$ cat src/bfm_ram.sv
// ----------------------------------------------------------------------------
// Generic RAM
// One write port and one read port with registered read data.
// ----------------------------------------------------------------------------
`default_nettype none

module bfm_ram #(
  parameter int unsigned WIDTH = 8,
  parameter int unsigned DEPTH = 16,
  localparam int unsigned AW = (DEPTH > 1) ? $clog2(DEPTH) : 1
) (
  input  wire logic             clk_i,
  input  wire logic             we_i,
  input  wire logic [AW-1:0]    waddr_i,
  input  wire logic [WIDTH-1:0] wdata_i,
  input  wire logic [AW-1:0]    raddr_i,
  output logic      [WIDTH-1:0] rdata_o
);

  logic [WIDTH-1:0] mem [DEPTH];

  // Write port and registered read port.
  always_ff @(posedge clk_i) begin
    if (we_i) begin
      mem[waddr_i] <= wdata_i;
    end
    rdata_o <= mem[raddr_i];
  end

endmodule

`default_nettype wire

$ cat config.mk
export PLATFORM = sky130hd
export DESIGN_NAME = bfm_ram
export DESIGN_NICKNAME = d
export VERILOG_FILES = /design/src/bfm_ram.sv
export SDC_FILE = /design/constraint.sdc
export NUM_CORES = 1
export LEC_CHECK = 0
export BUFFER_PORTS_ARGS = -buffer_cell sky130_fd_sc_hd__buf_4
export CORE_MARGIN = 2
export CORE_UTILIZATION = 37
export CTS_BUF_LIST = sky130_fd_sc_hd__clkbuf_8
export DETAILED_ROUTE_END_ITERATION = 12
export SLEW_MARGIN = 5
export SYNTH_ARGS = -nofsm -noshare
export SYNTH_HDL_FRONTEND = slang
export SYNTH_SLANG_ARGS = --single-unit
$ cat constraint.sdc
create_clock -name clk_i -period 1.9 [get_ports clk_i]
set_input_delay 0 -clock clk_i [delete_from_list [all_inputs] [get_ports clk_i]]
set_output_delay 0 -clock clk_i [all_outputs]
set_load 0.02 [all_outputs]
Yosys cells after proc, flatten, opt, wreduce, memory -nomap -nowiden
Memories as Yosys holds them, arrays and structs flattened. A register that Yosys moved wholly into a read port is not among the register bits.
Cells that the tools add are included.
{ "word_totals": {"register_bits": 0, "latchBits": 0, "ramBits": 128, "mem_bits_ro": 0, "inputBits": 18, "output_inout_bits": 8, "wordCells": 3, "memories": 1} }
{ "mem_list": {"columns": ["memory", "depth", "word_bits", "rd", "rd_ports_with_merged_regs", "write_ports", "line", "source"], "rows": [
  ["mem", 16, 8, 1, 1, 1, "20", "logic [WIDTH-1:0] mem [DEPTH];"]
]} }
{ "op_classes": {"n_addsub": 0, "n_mul": 0, "n_div": 0, "magnitude_cmp": 0, "n_eq_ne": 0, "n_shift": 0, "mux": 2, "bitwise": 0, "n_reduce_logical": 0} }
{ "ops": {"columns": ["cell", "count"], "rows": [
  ["1-bit 2-to-1 mux", 2]
]} }

Logic depth before layout (Yosys ltp)
{ "logic_depth": {"word_depth": 2, "ltp_mapped": 5, "depth_no_buf": 3} }

Worst setup path after synthesis
Ideal clock, no wire load.
{ "synth_timing": {"path_type": "in2reg", "start": "input waddr_i[2]", "end": "memory mem[0][0] (enable)", "setup_time_ns": 0.383, "arrival_ns": 1.110, "required_ns": 1.517, "setup_slack_ns": 0.407, "cell_stages": 2, "n_path_buf": 0, "cell_sequence": "or3b_2 nor3_1"} }
{ "synth_rtl": {"columns": ["element", "line", "source"], "rows": [
  ["from (decl)", "14", "input wire logic [AW-1:0] waddr_i,"],
  ["to (decl)", "20", null]
]} }
No word-level cell before the write port.

==> impl_metrics.csv <==
group,metric,value,unit
sta,maxSlewViolCount,0,
setup_path,crit_start,"mem[9][3]",
logic_synthesis,synth.distinct_cells,19,
sta,min_period,1420,ps
logic_synthesis,yosysWarnings,0,
layout,fillers,1188,
setup_path,cp_slowest_stage_delay,530,ps
drt,firstDrtPassIters,4,
layout,area_growth,18.4,%
sta,hold_viol_final,0,
drt,vias_per_cell,5.07,
sta,rsz0062_at_grt,"false",
placement,gp_routability_congestion,0.733,
layout,fin_util,44.4,%
layout,drive_above_1_share,29.7,%
grt,grt_pass1_wl,15600,microns
clock_tree,ctsLongestPathBuffers,2,
grt,grt_pass1_vias,2563,
setup_path,timing.rr.end,"rdata_o[3]",
grt,grt-ovfl-total,0,
sta,final.setup.tns,0,ps
layout,fin_area,6090,sq um
floorplanning,die_area,14900,sq um
logic_synthesis,syn-cell-area,5150,sq um
floorplanning,start_util,37.5,%
drt,wl,10100,microns
floorplanning,rows,43,
floorplanning,pin_count,26,
grt,grt_max_degree,33,
setup_path,arrival,1730,ps
setup_path,reg2reg_from,"mem[9][3]",
layout,antenna_cells,0,
setup_path,cp-start-kind,"register",
sta,finClkSkew,6.54,ps
logic_synthesis,synth_fp_nets,247,
clock_tree,clk_pin_slew,70,ps
logic_synthesis,syn-mean-instance-area,22.5,sq um
sta,fmax,703,MHz
placement,hpwl,6320,microns
grt,antenna_found_initial,0,
clock_tree,cts_tree,"done",
drt,ant_nets,0,
worst_hold_path,holdCritStartpoint,"waddr_i[0]",
grt,grt_usage,15.2,%
setup_path,crit_fanout,1,
floorplanning,core,13700,sq um
sta,relSlewSlack,68.5,%
logic_synthesis,synthCells,229,
setup_path,cp_slowest_cell,"mux4_1",
clock_tree,ctsResizeCount,0,
setup_path,reg2reg_slack,480,ps
drt,wire_per_inst,21.0,microns
clock_tree,cts_root_buf,"clkbuf_8",
setup_path,critical-path-top-delay-family,"multiplexers",
setup_path,criticalPathCategory,"register to register",
drt,drt_iter0_markers,163,
layout,instances_no_fill,483,
setup_path,cp_cell_sequence,"mux4_1, a22oi_1, nand2_1",
clock_tree,cts_max_level,4,
layout,fin_nets,309,
setup_path,endpoint,"rdata_o[3]",
sta,final.period_utilization,74.9,%
logic_synthesis,yosysSeqAreaShare,77.8,%
setup_path,critPathCaptureType,"register",
run_status,status,"finished clean",
placement,dp.cells,444,
sta,setup_viol,0,
worst_hold_path,min_path_type,"input port to register",
setup_path,cp_num_buf_inv,0,
power,p_per_area,984,nW/um^2
floorplanning,die_w,122,microns
drt,vias,2450,
sta,worst_pin_slew,472,ps
setup_path,cp.depth,3,
floorplanning,die_y,122,microns
drt,drcViolationCount,0,
setup_path,cp.required,2210,ps
clock_tree,post-cts-setup-buffer-count,0,
clock_tree,clk_latency,430,ps
power,p_leak,2.06,nW
clock_tree,clkSinkCount,136,
setup_path,reg2reg_depth,3,
logic_synthesis,ys_seq_elements,136,
flow_run,cap_viol_max_count,0,
power,ir_worst_vdd,0.739,mV
placement,placed_area,5640,sq um
placement,portBuffers,25,
clock_tree,cts_buffers,17,
## final cells by class
cell class,instances,area (sq um),share of cell area (%)
clock buffers,17,234,3.84
multi-input cells,83,1060,17.4
flip-flops and latches,136,4000,65.7
well taps,180,225,3.70
repair buffers,53,430,7.07
clock inverters,14,141,2.32
## routing by layer
layer	part of all wire (%)	GRT usage (%)
met1	46	21.1
met5	0	0
met4	1.3	4.45
met2	48	23.3
met3	4.4	4.63
## worst reg2reg max path: stages (launching register included)
cell	delay, ps
edfxtp_1	370
mux4_1	530
a22oi_1	310
nand2_1	100
## registers in the layout (all words and copies together) (netlist names)
register	cells
mem	128
rdata_o	8
## layout by cell type (no fill, tap or decap)
cell and count:
clkinvlp_4 1, buf_4 44, nand2b_1 2, or3b_2 1
clkinv_2 5, dfxtp_1 8, dlygate4sd3_1 8, buf_12 1
nor2_1 13, and2b_1 1, clkinv_1 3, and2_1 1
a22oi_1 16, bufinv_16 3, mux4_1 14, clkbuf_8 17
mux4_2 18, nor3_1 4, nand2_1 9, nor2b_1 1
inv_1 2, nand3b_1 2, edfxtp_1 128, nand3_1 1
## how the worst min path moves through the flow
stage | end | depth (start not counted)
finish | mem[0][7] | 3
global route | mem[0][7] | 3
CTS | mem[8][0] | 3
detailed placement | mem[12][2] | 1
global placement | mem[15][0] | 1
floorplan | mem[0][0] | 0
## metrics by stage
| stage | hold slack (ps) | total power, mW | setup WS (ps) |
|---|---|---|---|
| finish | 93.5 | 6.00 | 478 |
| detailed placement | 319 | 3.80 | 300 |
| global placement | 308 | 3.79 | 353 |
| CTS | 67.4 | 6.05 | 439 |
| global route | 82.4 | 6.21 | 395 |
| floorplan | 98.9 | 3.63 | 407 |
## synth_stat cells
library cell | number | area [sq um]
nand2_1 | 9 | 33.8
buf_6 | 3 | 33.8
nor2b_1 | 1 | 6.26
a22oi_1 | 16 | 120
nand3b_1 | 2 | 15.0
nand3_1 | 1 | 5.00
and2_1 | 1 | 6.26
nor2_1 | 13 | 48.8
nand2b_1 | 2 | 12.5
nor3_1 | 4 | 20.0
and2b_1 | 1 | 7.51
or3b_2 | 1 | 8.76
buf_2 | 3 | 15.0
dfxtp_1 | 8 | 160
mux4_1 | 14 | 368
mux4_2 | 18 | 405
buf_4 | 1 | 7.51
clkdlybuf4s25_2 | 3 | 30.0
edfxtp_1 | 128 | 3840
## power breakdown
part           switching [mW]  internal, mW  total (mW)
clock network            1.00          1.25        2.26
logic                   0.196         0.166       0.363
registers              0.0248          3.35        3.38
## logic make-up after synthesis
family,share of synthesized area [%]
DFF,77.8
buffers and inverters,1.68
muxes,15.0
and+or+nand+nor,3.18
AOI/OAI and AO/OA,2.33
## what timing repair did
action | CTS | global route
endpoints found under the hold margin | 128 | 0
endpoints found under the setup margin | 0 | 0
hold buffers | 8 | 0
(Power assumes the default switching activity.)
