**config.mk**
```make
export PLATFORM = sky130hd
export DESIGN_NAME = bfm_mod
export DESIGN_NICKNAME = d
export VERILOG_FILES = /design/src/bfm_mod.sv
export SDC_FILE = /design/constraint.sdc
export NUM_CORES = 1
export LEC_CHECK = 0
export BUFFER_PORTS_ARGS = -buffer_cell sky130_fd_sc_hd__buf_4
export CAP_MARGIN = 15
export CORE_UTILIZATION = 40
export DETAILED_ROUTE_END_ITERATION = 8
export PLACE_DENSITY = 0.67
export SETUP_SLACK_MARGIN = 0.1
export SLEW_MARGIN = 10
export SYNTH_ARGS = -nofsm -noshare
export SYNTH_HDL_FRONTEND = slang
export SYNTH_SLANG_ARGS = --single-unit
export TNS_END_PERCENT = 30
```
**constraint.sdc**
```tcl
create_clock -name clk_i -period 6.2 [get_ports clk_i]
set_clock_uncertainty 0.2 [all_clocks]
set_input_delay 0.93 -clock clk_i [delete_from_list [all_inputs] [get_ports clk_i]]
set_output_delay 0.93 -clock clk_i [all_outputs]
set_load 0.01 [all_outputs]
```
**src/bfm_mod.sv**
```systemverilog
// ----------------------------------------------------------------------------
// Bloom filter position reducer
// Restoring remainder unit, one dividend bit per cycle.
// ----------------------------------------------------------------------------
`default_nettype none

module bfm_mod #(
  parameter int unsigned BW = 16,
  parameter int unsigned PW = 15
) (
  input  wire logic          clk_i,
  input  wire logic          rst_ni,
  input  wire logic          start_i,
  input  wire logic [31:0]   dividend_i,
  input  wire logic [BW-1:0] modulus_i,
  output logic               done_o,
  output logic      [PW-1:0] rem_o
);

  logic          busy_q, done_q;
  logic [4:0]    cnt_q;
  logic [31:0]   dvd_q;
  logic [BW:0]   rem_q;
  logic [BW-1:0] mod_q;
  logic [BW:0]   sh;

  assign sh     = {rem_q[BW-1:0], dvd_q[31]};
  assign done_o = done_q;
  assign rem_o  = rem_q[PW-1:0];

  // Iteration control.
  always_ff @(posedge clk_i or negedge rst_ni) begin
    if (!rst_ni) begin
      busy_q <= 1'b0;
      done_q <= 1'b0;
      cnt_q  <= '0;
    end else begin
      done_q <= 1'b0;
      if (start_i) begin
        busy_q <= 1'b1;
        cnt_q  <= '0;
      end else if (busy_q) begin
        cnt_q <= cnt_q + 5'd1;
        if (cnt_q == 5'd31) begin
          busy_q <= 1'b0;
          done_q <= 1'b1;
        end
      end
    end
  end

  // Shift in one bit, subtract the modulus when it fits.
  always_ff @(posedge clk_i) begin
    if (start_i) begin
      rem_q <= '0;
      dvd_q <= dividend_i;
      mod_q <= modulus_i;
    end else if (busy_q) begin
      dvd_q <= dvd_q << 1;
      rem_q <= (sh >= {1'b0, mod_q}) ? sh - {1'b0, mod_q} : sh;
    end
  end

endmodule

`default_nettype wire

```
### Yosys cells after proc, flatten, opt, wreduce, memory -nomap -nowiden

Index checks and enable logic that the tools add are counted.

| operators by class | value |
|---|---|
| $add $sub $neg | 2 |
| $mul | 0 |
| div/mod/pow operators | 0 |
| magnitude comparators | 1 |
| eq/ne operators | 1 |
| shifts and indexed selects | 0 |
| muxes and demuxes | 11 |
| bitwise operators | 0 |
| reduce and logical (&&, ||, !) cells | 1 |

Operator list:

| cell | count |
|---|---|
| 2-to-1 mux 32 bit | 2 |
| greater-or-equal comparator 17 x 16 -> 1 bit | 1 |
| 2-to-1 mux 16 bit | 1 |
| subtractor 16 bit | 1 |
| 2-to-1 mux 5 bit | 2 |
| 2-to-1 mux 1 bit | 6 |
| adder 5 x 1 -> 5 bit, second input constant | 1 |
| equality test 5 bit, second input constant | 1 |
| nonzero test 2 bit | 1 |

| storage, ports and cells | value |
|---|---|
| register bits | 71 |
| latch bits | 0 |
| memory bits (writable) | 0 |
| ROM bits | 0 |
| input bits | 51 |
| memories | 0 |

### Depth between registers and ports, before layout

| depth | value |
|---|---|
| word-level depth | 4 |
| gate-level depth with buffers | 11 |
| depth with buffers taken out | 11 |

### Least setup slack after synthesis

OpenSTA, ideal clock, no wires.

| timing | value |
|---|---|
| path kind | register to register |
| start | register dvd_q[31] |
| end | register rem_q[10] |
| setup time | 86 ps |
| data arrival time | 2387 ps |
| data required time | 5914 ps |
| setup slack | 3527 ps |
| stages on the path, launching flop included | 12 |
| path buffers | 0 |
| cells stage by stage | edfxtp_1 > inv_1 > ha_1 > inv_1 > fa_1 > a21o_1 > a221oi_1 > nor2_1 > or2_2 > xor2_1 > mux2i_1 > a211oi_1 |

| on the way | value |
|---|---|
| word-level cells in the longest chain between the ends | 2 |

RTL lines:

| item | line | RTL |
|---|---|---|
| start: declaration | 22 | `logic [31:0] dvd_q;` |
| start signal: assignment | 56 | `dvd_q <= dividend_i;` |
| start signal: assignment | 59 | `dvd_q <= dvd_q << 1;` |
| subtractor 16 bit or greater-or-equal comparator 17 x 16 -> 1 bit (tied branches) | 60 | `rem_q <= (sh >= {1'b0, mod_q}) ? sh - {1'b0, mod_q} : sh;` |
| 2-to-1 mux 16 bit * | 60 |  |
| end signal: assignment | 60 |  |
| end: declaration | 23 | `logic [BW:0] rem_q;` |

Every way passes the cells marked *; elsewhere a longest branch is shown, timed or not.
A chain may end at the register's enable or synchronous reset.

### Final worst setup path

| timing | value |
|---|---|
| start | register dvd_q[31] |
| end | register rem_q[12] |

Same word-level chain as after synthesis.

==> flow_metrics.py <==
metrics = {
    "clock_tree": {
        "clock-root-buffer": "clkbuf_8",
        "cts_buffer_depth": 2,
        "cts_sinks": 71,
        "cts_tree": "yes",
        "cts_post_setup_buffers_inserted": 0,
        "htreeDepth": 3,
        "cts_hold_buf": 0,
        "cts_buffers": 9,
        "cts_resized": 0,
        "path_clk_slew_ns": 0.08,
        "clk_latency_ns": 0.36,
    },
    "logic_synthesis": {
        "synth.most_common_cell": "edfxtp_1",
        "yosysTopAreaCellShare_pct": 37.5,
        "synth_edf_count": 48,
        "avgSynthCellArea_um2": 12.1,
        "netlist_instances": 317,
        "synthTopCellsByArea": "edfxtp_1 (38%), mux2_2 (9.1%), dfxtp_1 (8.3%)",
        "yosys.area.top_type": "edfxtp_1",
        "ys_async_sr_fraction_pct": 9.86,
        "synth-seq-cells": 71,
        "syn_nets": 387,
        "ys.flop_type": "edfxtp_1",
        "ys.warnings.count": 0,
        "synthTopCellsByCount": "edfxtp_1 (48), mux2_2 (31), nor2_1 (26)",
        "synth_seq_area_share_pct": 50.4,
        "synth_cell_types": 51,
        "synthesis.area_um2": 3840,
    },
    "timing": {
        "timing.fmax_mhz": 331,
        "max_slew_margin_pct": 31.1,
        "hold_viol": 0,
        "final-setup-viol-count": 0,
        "rsz0062_at_grt": "false",
        "period_minus_slack_ns": 3.02,
        "fin_tns_setup_ns": 0,
        "fin_hold_ws_ns": 0.167,
        "tightest_slew_ns": 1.03,
        "finalCritPeriodShare_pct": 48.7,
        "timing.final.max_slew_violations": 0,
        "setup_ws_ns": 3.18,
    },
    "power": {
        "ir_worst_vdd_mv": 0.126,
        "power.density_nw_per_um2": 373,
        "p_leak_nw": 1.94,
        "p_total_mw": 1.68,
    },
    "detailed_routing": {
        "drtAntennaViolNets": 0,
        "dr.first_iter.drc_count": 82,
        "dr_total_vias": 2510,
        "vias_per_cell": 4.96,
        "drc_errors": 0,
        "wl_per_cell_um": 14.7,
        "wirelength_um": 7460,
        "dr.pass1.iters": 4,
    },
    "placement": {
        "pre_cts_ws_ns": 3.18,
        "post_dp_cell_area_um2": 4300,
        "gp_congestion": 0.855,
        "io_buffers": 66,
        "dpl.cell_count": 490,
        "dp_hpwl_um": 5190,
    },
    "worst_setup_path": {
        "criticalPathCategory": "reg2reg",
        "r2r-start": "dvd_q[31]",
        "reg2regPathDepth": 11,
        "path_max_fanout": 4,
        "arrival_ns": 3.10,
        "startpoint_type": "register",
        "r2r_end": "rem_q[12]",
        "end_kind": "register",
        "cp_data_required_time_ns": 6.28,
        "ff2ff_setup_slack_ns": 3.18,
    },
    "floorplan": {
        "dieArea_um2": 10000,
        "io_pins": 67,
        "core_area_um2": 9280,
        "die_w_um": 100,
        "dieHeight_um": 100,
        "initial_core_util_pct": 41.4,
        "rows": 35,
    },
    "finish": {
        "syn2layout_area_growth_pct": 17.2,
        "fin_util_pct": 48.5,
        "num_antenna_cells": 0,
        "fin_area_um2": 4500,
        "drive_gt1_share_pct": 33.2,
        "final_nets": 442,
        "final_cells": 506,
    },
    "global_routing": {
        "antenna_found_initial": 0,
        "track_usage_pct": 16.3,
        "grt_first_pass_wirelength_um": 12500,
        "grt_pass1_vias": 2564,
        "grt_max_degree": 66,
        "grt-ovfl-total": 0,
    },
    "flow_run": {
        "drv_cap": 0,
    },
    "outcome": {
        "status": "completed",
    },
    "worst_hold_path": {
        "hold_path.class": "in2async",
    },
}
final cells by class:
type,instances,area [um2]
multi-input cells,200,1610
clock inverters,7,72.6
flip-flops and latches,71,1940
fillers,905,4780
well taps,129,161
clock buffers,9,124
repair buffers,68,510
inverters,22,82.6
power breakdown:
part / total (mW) / internal, mW / switching (mW)
logic: 0.659 / 0.325 / 0.334
clock network: 0.378 / 0.186 / 0.191
registers: 0.642 / 0.584 / 0.0577
total: 1.68 / 1.09 / 0.583
placed cells by master, fill, tap and decap left out, drive strengths merged, types with 3 or more instances in the layout:
master and n:
buf 68, edfxtp 48, mux2 32, nor2 27, inv 23, ha 18, mux2i 16, dfxtp 16
nand2 14, a211oi 12, o21ai 12, a21oi 11, clkbuf 9, xor2 8, xnor2 8, dfrtp 7
a21o 5, and3 5, o21a 4, a31oi 3, nand4 3, clkinv 3
routing by layer:
metal / up-vias / global-route usage, % / wire length (um)
li1: 1251 / - / -
met1: 1175 / 19.9 / 3220
met2: 72 / 26.3 / 3500
met3: 12 / 4.94 / 559
met4: 0 / 8.36 / 184
met5: - / 0 / 0
flip-flops by register name, indices dropped and copies added, names as in the netlist:
| signal | cells |
|---|---|
| cnt_q | 5 |
| mod_q | 16 |
| dvd_q | 32 |
| busy_q | 1 |
| rem_q | 16 |
| done_o | 1 |
critical path, cell delays in order, from the launching register on:
cell and delay (ns):
edfxtp_1 0.36, inv_1 0.08, ha_1 0.17, inv_1 0.06
fa_1 0.41, a21o_1 0.21, a221oi_1 0.52, nor2_1 0.13
o41ai_1 0.37, xnor2_1 0.17, mux2i_1 0.08, o21ai_0 0.19
how the worst max path moves through the flow:
| stage | from | end | slack [ns] | cells past startpoint |
|---|---|---|---|---|
| 2_1_floorplan | dvd_q[31] | rem_q[10] | 3.53 | 11 |
| 3_3_place_gp | start_i | dvd_q[9] | 3.19 | 4 |
| 3_5_place_dp | dvd_q[31] | rem_q[12] | 3.18 | 11 |
| 4_1_cts | dvd_q[31] | rem_q[12] | 3.13 | 11 |
| 5_1_grt | dvd_q[31] | rem_q[12] | 2.84 | 11 |
| 6_report | dvd_q[31] | rem_q[12] | 3.18 | 11 |
cell families after synthesis:
family / share of synthesized area [%]
xor+xnor: 3.65
compound gates: 10.3
buf+inv: 7.56
mux: 13.6
flops: 50.4
simple gates: 8.15
fa+ha+maj: 6.39
No activity file was read; power rests on OpenSTA's default activity.
