[src/bfm_pkg.sv]
// ----------------------------------------------------------------------------
// Bloom filter membership package
// Shared codes, fixed field widths, hash constants and helper functions.
// ----------------------------------------------------------------------------
`default_nettype none

package bfm_pkg;

  // Fixed widths of the transaction fields and configuration registers.
  localparam int unsigned FUNC_W     = 2;
  localparam int unsigned FB_W       = 13;
  localparam int unsigned HC_W       = 6;
  localparam int unsigned TWEAK_W    = 32;
  localparam int unsigned CFG_IDX_W  = 2;
  localparam int unsigned CFG_DATA_W = 32;

  // Operation codes carried by the func field.
  typedef enum logic [FUNC_W-1:0] {
    FUNC_ADD   = 2'd0,
    FUNC_QUERY = 2'd1,
    FUNC_CLEAR = 2'd2
  } func_e;

  // Configuration register indexes.
  typedef enum logic [CFG_IDX_W-1:0] {
    CFG_FILTER_BYTES = 2'd0,
    CFG_HASH_COUNT   = 2'd1,
    CFG_TWEAK        = 2'd2
  } cfg_idx_e;

  // Hash constants.
  localparam logic [31:0] MM_C1     = 32'hcc9e2d51;
  localparam logic [31:0] MM_C2     = 32'h1b873593;
  localparam logic [31:0] MM_N      = 32'he6546b64;
  localparam logic [31:0] MM_F1     = 32'h85ebca6b;
  localparam logic [31:0] MM_F2     = 32'hc2b2ae35;
  localparam logic [31:0] SEED_STEP = 32'hFBA4C795;

  // Main controller states.
  typedef enum logic [3:0] {
    C_INIT,
    C_IDLE,
    C_CLEAR,
    C_SEED,
    C_HASH,
    C_MOD,
    C_RD,
    C_RMW,
    C_COUNT,
    C_RESP
  } ctl_state_e;

  // Hash unit states.
  typedef enum logic [3:0] {
    H_IDLE,
    H_READ,
    H_MUL1,
    H_MUL2,
    H_COMB,
    H_TMIX,
    H_FIN1,
    H_FIN2,
    H_FIN3
  } hash_state_e;

  // Rotate left by a constant amount.
  function automatic logic [31:0] rotl32(input logic [31:0] x, input int unsigned r);
    return (x << r) | (x >> (32 - r));
  endfunction

  // Number of set bits in one filter byte.
  function automatic logic [3:0] popcount8(input logic [7:0] b);
    logic [3:0] n;
    n = '0;
    for (int i = 0; i < 8; i++) begin
      n = n + {3'b000, b[i]};
    end
    return n;
  endfunction

endpackage

`default_nettype wire

[src/bfm_hash.sv]
// ----------------------------------------------------------------------------
// Bloom filter hash unit
// Iterative 32-bit MurmurHash3 over the buffered key, one block per pass.
// ----------------------------------------------------------------------------
`default_nettype none

module bfm_hash import bfm_pkg::*; #(
  parameter int unsigned KLW  = 8,
  parameter int unsigned KWAW = 5
) (
  input  wire logic            clk_i,
  input  wire logic            rst_ni,
  input  wire logic            start_i,
  input  wire logic [31:0]     seed_i,
  input  wire logic [KLW-1:0]  key_len_i,
  input  wire logic [31:0]     tail_word_i,
  output logic      [KWAW-1:0] kaddr_o,
  input  wire logic [31:0]     kdata_i,
  output logic                 done_o,
  output logic      [31:0]     hash_o
);

  hash_state_e    st_q, st_d;
  logic [31:0]    h_q, h_d, k_q, k_d;
  logic [KLW-1:0] len_q, len_d, blk_q, blk_d;
  logic           tail_q, tail_d;
  logic           done_q, done_d;

  logic [KLW-1:0] nblk;
  logic           has_tail;
  logic [31:0]    tail_mask;

  assign nblk     = len_q >> 2;
  assign has_tail = |len_q[1:0];
  assign kaddr_o  = blk_q[KWAW-1:0];
  assign done_o   = done_q;
  assign hash_o   = h_q;

  // Keep only the tail bytes that belong to the key.
  always_comb begin
    case (len_q[1:0])
      2'd1:    tail_mask = {24'h0, tail_word_i[7:0]};
      2'd2:    tail_mask = {16'h0, tail_word_i[15:0]};
      2'd3:    tail_mask = {8'h0, tail_word_i[23:0]};
      default: tail_mask = '0;
    endcase
  end

  // Sequencer: each multiplication ends in a register.
  always_comb begin
    logic [31:0] t;
    t      = '0;
    st_d   = st_q;
    h_d    = h_q;
    k_d    = k_q;
    len_d  = len_q;
    blk_d  = blk_q;
    tail_d = tail_q;
    done_d = 1'b0;
    case (st_q)
      H_IDLE: begin
        if (start_i) begin
          h_d   = seed_i;
          len_d = key_len_i;
          blk_d = '0;
          if ((key_len_i >> 2) != '0) begin
            tail_d = 1'b0;
            st_d   = H_READ;
          end else if (|key_len_i[1:0]) begin
            tail_d = 1'b1;
            st_d   = H_MUL1;
          end else begin
            st_d = H_FIN1;
          end
        end
      end
      H_READ: begin
        st_d = H_MUL1;
      end
      H_MUL1: begin
        k_d  = (tail_q ? tail_mask : kdata_i) * MM_C1;
        st_d = H_MUL2;
      end
      H_MUL2: begin
        k_d  = rotl32(k_q, 15) * MM_C2;
        st_d = tail_q ? H_TMIX : H_COMB;
      end
      H_COMB: begin
        t     = rotl32(h_q ^ k_q, 13);
        h_d   = (t << 2) + t + MM_N;
        blk_d = blk_q + KLW'(1);
        if (blk_q + KLW'(1) < nblk) begin
          st_d = H_READ;
        end else if (has_tail) begin
          tail_d = 1'b1;
          st_d   = H_MUL1;
        end else begin
          st_d = H_FIN1;
        end
      end
      H_TMIX: begin
        h_d  = h_q ^ k_q;
        st_d = H_FIN1;
      end
      H_FIN1: begin
        t    = h_q ^ 32'(len_q);
        t    = t ^ (t >> 16);
        h_d  = t * MM_F1;
        st_d = H_FIN2;
      end
      H_FIN2: begin
        t    = h_q ^ (h_q >> 13);
        h_d  = t * MM_F2;
        st_d = H_FIN3;
      end
      H_FIN3: begin
        h_d    = h_q ^ (h_q >> 16);
        done_d = 1'b1;
        st_d   = H_IDLE;
      end
      default: begin
        st_d = H_IDLE;
      end
    endcase
  end

  // Control state.
  always_ff @(posedge clk_i or negedge rst_ni) begin
    if (!rst_ni) begin
      st_q   <= H_IDLE;
      done_q <= 1'b0;
    end else begin
      st_q   <= st_d;
      done_q <= done_d;
    end
  end

  // Datapath registers.
  always_ff @(posedge clk_i) begin
    h_q    <= h_d;
    k_q    <= k_d;
    len_q  <= len_d;
    blk_q  <= blk_d;
    tail_q <= tail_d;
  end

endmodule

`default_nettype wire

[config.mk]
export PLATFORM = sky130hd
export DESIGN_NAME = bfm_hash
export DESIGN_NICKNAME = d
export VERILOG_FILES = /design/src/bfm_pkg.sv /design/src/bfm_hash.sv
export SDC_FILE = /design/constraint.sdc
export NUM_CORES = 2
export LEC_CHECK = 0
export ABC_CLOCK_PERIOD_IN_PS = 17300
export BUFFER_PORTS_ARGS = -buffer_cell sky130_fd_sc_hd__buf_2
export CAP_MARGIN = 25
export CORE_MARGIN = 2
export CORE_UTILIZATION = 53
export CTS_BUF_LIST = sky130_fd_sc_hd__clkbuf_4 sky130_fd_sc_hd__clkbuf_8
export DETAILED_ROUTE_END_ITERATION = 10
export MAX_ROUTING_LAYER = met4
export PLACE_DENSITY = 0.69
export SLEW_MARGIN = 20
export SYNTH_ARGS = -nofsm -noshare
export SYNTH_HDL_FRONTEND = slang
export SYNTH_SLANG_ARGS = --single-unit
[constraint.sdc]
create_clock -name clk_i -period 17.3 [get_ports clk_i]
set_input_delay 3.46 -clock clk_i [delete_from_list [all_inputs] [get_ports clk_i]]
set_output_delay 3.46 -clock clk_i [all_outputs]
set_load 0.01 [all_outputs]
-- Yosys cells after proc, flatten, opt, wreduce, memory -nomap -nowiden
Index checks and enable logic that the tools add are counted.
- register bits: 86
- output and inout bits: 38
- $add $sub $neg: 3
- $mul: 4
- order comparisons: 1
- eq/ne operators: 15
- mux-type cells: 21
- bitwise logic cells: 7
- reductions and logical operators: 11
- operator list (operator ; number):
    $pmux 32 s6 ; 1
    $pmux 24 s3 ; 1
    $mul 32x31->32 const B ; 2
    $mux 32 ; 2
    $pmux 32 s2 ; 1
    $xor 32x16->32 ; 2
    $add 32x32->32 ; 1
    $add 32x32->32 const B ; 1
    $mul 32x29->32 const B ; 1
    $mul 32x32->32 const B ; 1
    $or 32x13->32 ; 1
    $or 32x15->32 ; 1
    $pmux 4 s8 ; 1
    $xor 32x19->32 ; 1
    $xor 32x32->32 ; 1
    $xor 32x8->32 ; 1
    $eq 4x3->1 const B ; 4
    $pmux 8 s2 ; 1
    $mux 3 ; 4
    $add 8x1->8 const B ; 1
    $eq 4x2->1 const B ; 2
    $lt 8x6->1 ; 1
    $mux 8 ; 1
    $reduce_bool 8->1 ; 1
    other kinds (15) ; 28

-- Logic depth before layout (Yosys ltp)
- word-level depth: 5
- depth in mapped cells: 30

-- Least setup slack after synthesis
No wires, ideal clock.
- kind: input port to flip-flop
- start point: input port kdata_i[7]
- end point: register k_q[31], data pin
- setup time: 0.190 ns
- arrival time: 10.018 ns
- data required time: 17.110 ns
- setup slack: 7.091 ns
- stages on the path: 25
- path buffers: 0
- cells stage by stage: inv_1 > o21ai_0 > ha_1 > fa_1 > fa_1 > inv_1 > fa_1 > inv_1 > fa_1 > inv_1 > fa_1 > inv_1 > fa_1 > ha_1 > ha_1 > o21a_1 > o21ai_1 > nor2b_1 > a211o_1 > a2111oi_4 > o31ai_1 > o21ai_2 > o21ai_1 > xnor2_1 > a2111oi_2
- cells in the longest elaborated chain, start to end: 3
- ends and longest elaborated chain (element ; line ; RTL):
    from (decl) ; bfm_hash.sv:18 ; input wire logic [31:0] kdata_i,
    $mux 32 ; bfm_hash.sv:81 ; k_d = (tail_q ? tail_mask : kdata_i) * MM_C1;
    $mul 32x31->32 ; bfm_hash.sv:81 ;
    $pmux 32 s2 ; bfm_hash.sv:60 ; case (st_q)
    named net k_d[31] ; bfm_hash.sv:24 ; logic [31:0] h_q, h_d, k_q, k_d;
    to (signal assigned) ; bfm_hash.sv:141 ; k_q <= k_d;
    to (decl) ; bfm_hash.sv:24 ;
The timed path passes the listed nets, and every way through them passes these cells.
A chain may end at the register's enable or synchronous reset.

-- Worst setup path in the final report
- start point: input port kdata_i[18]
- end point: register k_q[31], data pin
Same word-level chain as after synthesis.

==> impl_table.tex <==
\begin{tabular}{lr}
\hline
Metric & Value \\
\hline
\multicolumn{2}{l}{\textbf{STA}} \\
\quad Largest clock skew in the final design & 0.0216 ns \\
\quad Max-slew violation count & 0 \\
\quad Slew HR & 0.313 \\
\quad Setup TNS after final layout & 0 ns \\
\quad Least-Margin Pin Slew & 1.03 ns \\
\quad Final hold slack & 0.713 ns \\
\quad Hold violation count in the final report & 0 \\
\quad Worst setup slack after layout & 6.93 ns \\
\quad Max frequency & 96.5 MHz \\
\quad Final number of setup-violating endpoints & 0 \\
\quad Clock period minus final worst setup slack & 10.37 ns \\
\quad RSZ-0062 raised after global routing & no \\
\quad Part of the cycle the worst path needs & 0.599 \\
\multicolumn{2}{l}{\textbf{Synth}} \\
\quad Fraction of the yosys area taken by sequential cells & 0.0638 \\
\quad Number of synthesized flops with an enable pin & 81 \\
\quad Number of cells produced by synthesis & 4,110 \\
\quad Count of unique library cells instantiated by Yosys & 80 \\
\quad Primary flip-flop cell chosen by synthesis mapping & edfxtp\_1 \\
\quad Async SR Flop Fraction & 0.0581 \\
\quad Synth warn & 0 \\
\quad Leading area contributor after synthesis & fa\_1 \\
\quad Commonest cells in the synthesized netlist & inv\_1, ha\_1, fa\_1 \\
\quad Post-synth top area share & 0.367 \\
\quad Most repeated cell in the gate-level netlist after synthesis & inv\_1 \\
\quad Avg Cell Area, Syn & 9.75 um\^{}2 \\
\quad Synthesized cell area & 0.0401 mm\^{}2 \\
\quad Dominant cells by area after synthesis & fa\_1, ha\_1, inv\_1 \\
\quad Synthesized net count & 5,755 \\
\quad Total of flip-flops plus latches after synthesis & 86 \\
\multicolumn{2}{l}{\textbf{Setup path}} \\
\quad Signal arrival time at the worst endpoint & 10.61 ns \\
\quad Worst Setup End Kind & flip-flop \\
\quad Max incr delay on CP & 0.61 ns \\
\quad Total buffers and inverters traversed by the critical path & 6 \\
\quad Critical path launch point type & input pin \\
\quad Cell at the slowest stage of the critical path & a31oi\_1 \\
\quad Required @ worst endpoint & 17.55 ns \\
\quad Worst-path cell chain & buf\_2 > nor2b\_1 > a31oi\_1 > inv\_1 > ha\_1 > fa\_1 > inv\_1 > fa\_1 > inv\_1 > fa\_1 > inv\_1 > fa\_1 > fa\_1 > inv\_1 > fa\_1 > ha\_1 > xor2\_1 > xnor2\_1 > xnor2\_1 > xnor2\_1 > xnor3\_1 > xnor2\_1 > xnor2\_1 > a2111oi\_2 \\
\quad Crit-path most repeated cell & fa\_1 \\
\quad Cell family contributing the most delay on the critical path & adder cells \\
\quad Category of the critical setup timing path & in -> reg \\
\quad Worst Path Max Fanout & 5 \\
\multicolumn{2}{l}{\textbf{Clock tree}} \\
\quad Post-CTS repair timing setup buffer count & 0 \\
\quad Count of instances resized after the clock tree is built & 0 \\
\quad TritonCTS sink count & 86 \\
\quad Worst-skew pair later-pin latency & 0.44 ns \\
\quad Inserted Clock Buffers & 9 \\
\quad Clock transition at the registers of the reported paths & 0.10 ns \\
\quad Clock buffer depth & 2 \\
\quad Root buffer cell & clkbuf\_8 \\
\quad H-tree lvl count & 3 \\
\quad Count of hold buffers inserted by post-cts repair & 0 \\
\quad TritonCTS clock tree & yes \\
\multicolumn{2}{l}{\textbf{Place}} \\
\quad DP HPWL & 101,000 um \\
\quad Final weighted congestion in routability-driven placement & 1.02 \\
\quad Post-placement cell area & 0.0422 mm\^{}2 \\
\quad Number of buffers added on ports & 136 \\
\quad Place WS & 6.45 ns \\
\multicolumn{2}{l}{\textbf{Routing}} \\
\quad Detailed-route wire length & 114,000 um \\
\quad Total DRC errors in the routed layout & 0 \\
\quad Via/cell ratio & 5.46 \\
\quad Detailed-route via count & 28,600 \\
\quad Post-route antenna net violation count & 0 \\
\quad 1st-iter DRT viols & 1,984 \\
\quad First drt pass iteration count & 5 \\
\quad Average routed wire per standard cell & 21.8 um \\
\multicolumn{2}{l}{\textbf{Min path}} \\
\quad HP Class & reg -> reg \\
\multicolumn{2}{l}{\textbf{Die}} \\
\quad I/O pin count & 145 \\
\quad Floorplan die height & 279 um \\
\quad Initial standard-cell utilization of the core & 0.536 \\
\quad Floorplan Core Area & 0.0747 mm\^{}2 \\
\quad Number of standard-cell rows in the floorplan & 100 \\
\quad Die Wd & 279 um \\
\quad Die ar. & 0.0778 mm\^{}2 \\
\multicolumn{2}{l}{\textbf{Finish}} \\
\quad Share of cells above drive strength 1 & 0.0555 \\
\quad FILL cells & 6,624 \\
\quad Ant diodes & 0 \\
\quad Area taken by flip-flops and latches & 0.00256 mm\^{}2 \\
\quad Area Overhead vs Synth & 5.87\% \\
\quad Post-layout nets & 5,907 \\
\quad Post-route design area & 0.0424 mm\^{}2 \\
\quad Area of combinational cells with multiple inputs & 0.0326 mm\^{}2 \\
\multicolumn{2}{l}{\textbf{Global routing}} \\
\quad Aggregate global routing overflow & 0 \\
\quad Wire length of the first global-routing pass & 178,000 um \\
\quad Maximum number of pins on one net before global-route repair & 45 \\
\quad Overall routing resource usage & 0.315 \\
\quad Vias in the first global route & 30,700 \\
\quad Initial antenna violation count & 0 \\
\multicolumn{2}{l}{\textbf{Status}} \\
\quad Status & finished, final reports clean \\
\multicolumn{2}{l}{\textbf{Job}} \\
\quad Max capacitance violation total & 0 \\
\hline
\end{tabular}
registers in the layout, indices dropped and copies added, names as in the netlist:
name / count
hash_o: 32
k_q: 32
blk_q: 8
len_q: 8
st_q: 4
done_o: 1
tail_q: 1
layout make-up:
cell class / count / share of cell area
inverter: 1268 / 0.112
timing repair buffer: 187 / 0.0251
clock buffer: 10 / 0.00310
clock inverter: 6 / 0.00274
sequential: 86 / 0.0603
tap: 969 / 0.0286
multi-input combinational: 2710 / 0.768
routing by layer:
metal / part of all wire / vias to the layer above / GRT usage
met5: 0 / - / -
met2: 0.48 / 992 / 0.515
met3: 0.065 / 196 / 0.0331
li1: - / 13100 / -
met1: 0.41 / 14300 / 0.409
met4: 0.045 / 0 / 0.115
layout by cell type, fill, tap and decap left out, drive strengths merged, types with 5 or more instances in the layout:
cell type     n
o21bai       12
nand2b       12
nand3b        5
o211ai        8
nand4         6
a21o         36
xor2        105
nor3         22
a21oi       125
o21a         29
inv        1271
nor2        106
o22a          5
o221ai       16
edfxtp       81
o31ai        10
o22ai         7
a31oi        26
a221oi       12
a22oi         5
o21ai       115
or2           7
clkbuf       10
xnor2       210
ha          803
and3         13
or3          14
a211o         5
fa          735
dfrtp         5
buf         187
a211oi       10
and2         16
nand2       107
nand3        28
nor2b        35
kinds of logic after synthesis:
family / after synthesis / synth area share
DFF: 86 / 0.0638
AOI/OAI and AO/OA: 464 / 0.0768
buffers and inverters: 1314 / 0.124
and+or+nand+nor: 384 / 0.0461
muxes: 8 / 0.00212
xor gates and xnor gates: 316 / 0.0694
adders and majority gates: 1538 / 0.618
worst reg2reg max path, stage by stage (launching register included):
cell and delay [ns]:
edfxtp_1 0.79, xor2_1 0.39, xnor2_1 0.65, xnor2_1 0.30, ha_1 0.24, or2_2 0.33, fa_1 0.46, fa_1 0.53
inv_1 0.08, fa_1 0.49, fa_1 0.55, inv_1 0.05, fa_1 0.47, fa_1 0.54, inv_1 0.06, fa_1 0.48
inv_1 0.05, ha_1 0.34, nor2b_1 0.16, o21ai_0 0.21, a21oi_1 0.10, a311o_1 0.36, a31oi_1 0.22, xnor2_1 0.15
nor2_1 0.06, o32a_1 0.34
through the flow:
| stage | util | cells |
|---|---|---|
| CTS | 0.568 | 5234 |
| detailed placement | 0.564 | 5218 |
| global route | 0.568 | 5236 |
| floorplan | - | 4110 |
| global placement | 0.564 | 5216 |
| finish | 0.568 | 5236 |
final timing paths:
| check | cells past startpoint | startpoint | slack [ns] | end |
|---|---|---|---|---|
| worst min-delay path | 2 | blk_q[7]$_SDFFCE_PN0P_ | 0.71 | blk_q[7]$_SDFFCE_PN0P_ |
| worst min register to register | 2 | blk_q[7]$_SDFFCE_PN0P_ | 0.71 | blk_q[7]$_SDFFCE_PN0P_ |
| max in group asynchronous | 1 | rst_ni | 14.28 | st_q[3]$_DFFE_PN0P_ |
| min in group asynchronous | 1 | rst_ni | 2.85 | done_o$_DFF_PN0_ |
| worst max register to register | 25 | hash_o[23]$_DFFE_PP_ | 8.68 | hash_o[31]$_DFFE_PP_ |
| worst max-delay path | 24 | kdata_i[18] | 6.93 | k_q[31]$_DFFE_PP_ |
Power is not shown: default switching activity piles up to over one toggle a cycle in this logic, so the estimate is an artifact.
